==> config.mk <==
export PLATFORM = sky130hd
export DESIGN_NAME = cpcf_kernel
export DESIGN_NICKNAME = d
export VERILOG_FILES = /design/src/hdl/cpcf_pkg.sv /design/src/hdl/cpcf_kernel.sv
export SDC_FILE = /design/constraint.sdc
export NUM_CORES = 1
export LEC_CHECK = 0
export BUFFER_PORTS_ARGS = -buffer_cell sky130_fd_sc_hd__buf_2
export CAP_MARGIN = 15
export CORE_UTILIZATION = 50
export DETAILED_ROUTE_END_ITERATION = 16
export PLACE_DENSITY = 0.78
export SYNTH_ARGS = -nofsm -noshare
export SYNTH_HDL_FRONTEND = slang
export SYNTH_SLANG_ARGS = --single-unit
==> constraint.sdc <==
create_clock -name vclk -period 23.6
set_clock_uncertainty 0.2 [all_clocks]
set_input_delay 5.9 -clock vclk [all_inputs]
set_output_delay 5.9 -clock vclk [all_outputs]
set_load 0.02 [all_outputs]
==> src/hdl/cpcf_pkg.sv <==
`timescale 1ns / 1ps
// Shared types and constants for the cross peak clip filter.
// No dependencies; used by scope in every hdl/ file except cpcf_ram.sv.
package cpcf_pkg;

    // Configuration port
    localparam int CFG_W     = 11;
    localparam int CFG_IDX_W = 1;

    localparam logic [CFG_IDX_W-1:0] REG_FRAME_ROWS = 1'b0;
    localparam logic [CFG_IDX_W-1:0] REG_FRAME_COLS = 1'b1;

    // Result coordinates on the output channel
    localparam int POS_W = 10;

    // Result slots produced by one pixel, in delivery order
    localparam int RES_N     = 3;
    localparam int SLOT_PREV = 0;   // pixel of the row above, same column
    localparam int SLOT_LAG  = 1;   // last row: pixel one column back
    localparam int SLOT_LAST = 2;   // last row: final pixel of the frame

    // Neighbourhood qualifiers worked out when a pixel is taken in
    typedef struct packed {
        logic r_ge1;
        logic r_ge2;
        logic r_lt_rows;
        logic c_ge1;
        logic c_ge2;
        logic rt_ok;
        logic last_row;
        logic row_end;
    } t_nbr_flags;

    typedef struct packed {
        logic [POS_W-1:0] row;
        logic [POS_W-1:0] col;
        logic             frame_end;
    } t_pos;

endpackage

==> src/hdl/cpcf_kernel.sv <==
`timescale 1ns / 1ps
// Clip kernel: the three possible results of one input pixel and their valid mask.
// Depends on cpcf_pkg for the qualifier struct and slot order.
module cpcf_kernel #(
    parameter int PIXEL_BITS = 16
) (
    input  cpcf_pkg::t_nbr_flags          i_flags,
    input  logic [PIXEL_BITS-1:0]         i_pix,
    input  logic [PIXEL_BITS-1:0]         i_old_c,
    input  logic [PIXEL_BITS-1:0]         i_pri_c,
    input  logic [PIXEL_BITS-1:0]         i_pri_n,
    input  logic [PIXEL_BITS-1:0]         i_left,
    input  logic [PIXEL_BITS-1:0]         i_rec0,
    input  logic [PIXEL_BITS-1:0]         i_rec1,
    output logic [cpcf_pkg::RES_N-1:0]    o_valid,
    output logic [PIXEL_BITS-1:0]         o_pix [cpcf_pkg::RES_N]
);

    localparam logic [PIXEL_BITS-1:0] ZERO = '0;

    // Clip v to the largest non-zero neighbour when v exceeds it
    function automatic logic [PIXEL_BITS-1:0] clip4(
        input logic [PIXEL_BITS-1:0] v,
        input logic [PIXEL_BITS-1:0] a,
        input logic [PIXEL_BITS-1:0] b,
        input logic [PIXEL_BITS-1:0] c,
        input logic [PIXEL_BITS-1:0] d
    );
        logic [PIXEL_BITS-1:0] m;
        m = a;
        if (b > m) m = b;
        if (c > m) m = c;
        if (d > m) m = d;
        if ((m != ZERO) && (v > m)) return m;
        return v;
    endfunction

    // Row above: centre from the prior line, below is the incoming pixel
    always_comb begin
        o_pix[cpcf_pkg::SLOT_PREV] = clip4(i_pri_c,
                                           i_flags.r_ge2     ? i_old_c : ZERO,
                                           i_flags.r_lt_rows ? i_pix   : ZERO,
                                           i_flags.c_ge1     ? i_left  : ZERO,
                                           i_flags.rt_ok     ? i_pri_n : ZERO);
        // Last row, one column back: the incoming pixel is its right neighbour
        o_pix[cpcf_pkg::SLOT_LAG]  = clip4(i_rec0,
                                           i_flags.r_ge1 ? i_left : ZERO,
                                           ZERO,
                                           i_flags.c_ge2 ? i_rec1 : ZERO,
                                           i_pix);
        // Final pixel of the frame: only up and left remain
        o_pix[cpcf_pkg::SLOT_LAST] = clip4(i_pix,
                                           i_flags.r_ge1 ? i_pri_c : ZERO,
                                           ZERO,
                                           i_flags.c_ge1 ? i_rec0 : ZERO,
                                           ZERO);
    end

    always_comb begin
        o_valid                      = '0;
        o_valid[cpcf_pkg::SLOT_PREV] = i_flags.r_ge1;
        o_valid[cpcf_pkg::SLOT_LAG]  = i_flags.last_row && i_flags.c_ge1;
        o_valid[cpcf_pkg::SLOT_LAST] = i_flags.last_row && i_flags.row_end;
    end

endmodule

==> summary.txt <==
Placed design
  – Dpl ws: 1.479 ns
  – Routability Congestion: 0.9987
  – Count of buffers inserted at the top-level ports: around 170
  – Cell area reported after detailed placement: approximately 0.0075 sq mm
  – DP Wirelength: 19070 microns
  – # placed instances: between 1000 and 1500

Power
  – Post-layout total power: around 380 uW
  – Psw: about 230 uW
  – Internal power summed over all cells: 145.6 uW
  – Share of power burned in the clock network: 0%
  – Share of power burned in registers: 0%
  – Pwr/cell area: roughly 51 mW/mm^2
  – Standby leakage power: about 4.2 nW
  – Worst IR Drop VDD: roughly 31 uV
  – Switch share: ~62%
  – Portion of total power attributed to combinational logic: 100.0%

Global routing
  – All-layer global routing usage: 32.60%
  – Overall overflow remaining after global route: 0
  – Maximum number of pins on one net before global-route repair: 55
  – Met2 track demand over resource in global routing: between 50% and 60%
  – Wire length of the first global-routing pass: approximately 35000 microns
  – Initial antenna violation count: 0
  – Most Used Layer, Global Route: met2
  – Met3 Use GR: 0.8303%
  – Met1 track utilization from global routing: roughly 45%
  – Number of global-route vias before repair: 6902

STA
  – RSZ-0062 raised after global routing: no
  – Count of endpoints failing setup in the final report: 0
  – Hold violation total from the final report: 0
  – Tightest slew margin relative to the limit: around 28%
  – Portion of the clock cycle consumed by the worst path in the final layout: a little over nine tenths
  – Transition time at the pin with the least slew margin: roughly 1.1 ns
  – Achievable frequency: 44.74 MHz
  – Worst Setup Slack, final: about 1.3 ns
  – Minimum clock period: between 20 and 25 ns
  – Number of slew-limit violations in the final report: 0
  – Setup_tns: 0 ns
  – Final hold slack: ~12 ns

Synthesis
  – Warnings, synthesis: 0
  – Post-synth cell types: 62
  – Synth Cell Area: roughly 0.0066 sq mm
  – Post-synthesis net count: 1248
  – Mean cell area of the mapped netlist: around 6.6 sq um
  – Proportion of synthesized chip area in sequential cells: 0%
  – Post-synthesis instance total: just under 1000

Worst setup path
  – Worst EP arrival: ~16 ns
  – Largest fanout on the critical path: 42
  – Kind of cell adding the most delay to the critical path: compound AO/OA/AOI/OAI gates
  – Critical Path Sink Type: primary output
  – Critical path class: in2out
  – Buf+Inv Stages, Crit Path: 5
  – Required arrival time at the worst endpoint: 17.50 ns
  – Most repeated library cell on the critical path: sky130_fd_sc_hd__o21ai_0
  – Cell with the biggest individual delay on the critical path: sky130_fd_sc_hd__o21ai_0
  – Worst Setup Start Kind: input pin
  – Highest cell delay on the worst timing path: 0.59 ns

Routing
  – Antenna-violating nets left: 0
  – Average vias per placed instance: between 5 and 6
  – Drt total wl: ~22000 microns
  – DRT Pass-1 Iters: 5
  – # DRC: 0
  – Routed length per placed instance: 17.22 microns
  – Total via count after detailed routing: between 7000 and 8000
  – Violation count after the first detailed-route iteration: between 500 and 600

Cells and area
  – Final Cell Area: between 0.007 and 0.008 sq mm
  – Share of layout cells above drive strength 1: slightly below 20%
  – Final design utilization: 58.97%
  – Most common library cell in the layout ignoring fill and taps: sky130_fd_sc_hd__buf_2
  – Area of all sequential standard cells: 0 sq um
  – Flip-flop and latch count: 0
  – Diodes inserted: 0
  – Final-stage net count: between 1000 and 1500
  – Synthesis-to-finish area growth: 14.43%
  – Layout clock buffers: 0
  – Final cell count without fillers: about 1300
  – Multi-input gate area: 0.005947 sq mm
  – Filler cell count in the final layout: about 1300
  – Commonest cells after routing, fill and taps aside: sky130_fd_sc_hd__buf_2 (171), sky130_fd_sc_hd__ha_1 (139), sky130_fd_sc_hd__nand2_1 (132)

Floorplanning
  – Cell Rows: a little over 40
  – Area of the die: 0.01357 sq mm
  – Number of ports placed on the die boundary: between 150 and 200
  – Std-Cell Core Area: roughly 0.013 sq mm
  – Die H: between 100 and 150 microns
  – Die extent in x: around 120 microns
  – Starting density of the core: between 50% and 60%

Min path
  – Worst min-delay path category: in2out
  – Hold path startpoint: i_flags[0]
  – Cell depth of the worst hold path: 3
  – Capture endpoint of the worst hold path: o_valid[2]

Clock network
  – Post-cts sizing count: 0
  – Number of buffers inserted by hold repair at cts: 0
  – Post-CTS setup repair buffer count: 0

Outcome
  – Result of the run: finished clean

Flow run
  – Count of maximum capacitance violations: 0
==> power groups by stage <==
stage,registers [mW],clock network [mW],logic [mW]
6_report,0,0,0.379
5_1_grt,0,0,0.417
4_1_cts,0,0,0.375
3_5_place_dp,0,0,0.373
3_3_place_gp,0,0,0.370
2_1_floorplan,0,0,0.271
==> cells in the mapped netlist, drive strengths merged, types with 9 or more instances <==
master / number / share of area, %
a21oi: 71 / 5.5
and2: 37 / 3.6
inv: 121 / 6.9
o41ai: 9 / 1.2
nor2: 57 / 3.3
nor4: 15 / 1.6
o22ai: 11 / 1.1
clkbuf: 29 / 1.7
nand3: 31 / 2.4
o21ai: 57 / 4.4
nor3: 23 / 1.8
a211oi: 12 / 1.4
nand2: 133 / 7.7
nand2b: 10 / 0.95
nand4: 32 / 3.1
o21a: 12 / 1.4
buf: 14 / 1.2
a221oi: 21 / 3.8
nor2b: 14 / 1.3
ha: 139 / 27
mux2i: 52 / 7.9
a21o: 30 / 3.4
==> worst max-delay path by stage <==
stage | to | slack [ns] | start | cells past startpoint
finish | o_pix[32] | 1.25 | i_flags[6] | 47
global route | o_pix[34] | 0.39 | i_flags[6] | 47
CTS | o_pix[32] | 1.46 | i_flags[6] | 47
detailed placement | o_pix[32] | 1.48 | i_flags[6] | 47
global placement | o_pix[32] | 1.58 | i_flags[6] | 47
floorplan | o_pix[46] | 2.10 | i_flags[6] | 49
==> cells by family (layout without fill, tap and decap cells) <==
kind of cell | count (synthesis) | after routing | share of synthesized area [%]
AOI/OAI and AO/OA | 253 | 253 | 26.16
xor gates and xnor gates | 2 | 2 | 0.3818
adders and majority gates | 139 | 139 | 26.53
muxes | 59 | 59 | 9.141
and+or+nand+nor | 372 | 372 | 28.02
buffers and inverters | 164 | 296 | 9.771
==> tightest hold or removal path, delay by kind of cell <==
kind / cells / cell delay (ns)
simple gates: 1 / 0.10
buf+inv: 2 / 0.22
==> cell type report <==
class | instances | share of cell area, %
multi-input combinational | 825 | 79.27
tap | 172 | 2.869
inverter | 121 | 6.054
timing repair buffer | 175 | 11.81
==> metal layers <==
layer | part of all wire (%) | routed length, microns
met3 | 6.1 | 1360
met2 | 43 | 9682
met4 | 3.2 | 723
met5 | 0 | 0
met1 | 47 | 10500
(Power assumes the default switching activity.)
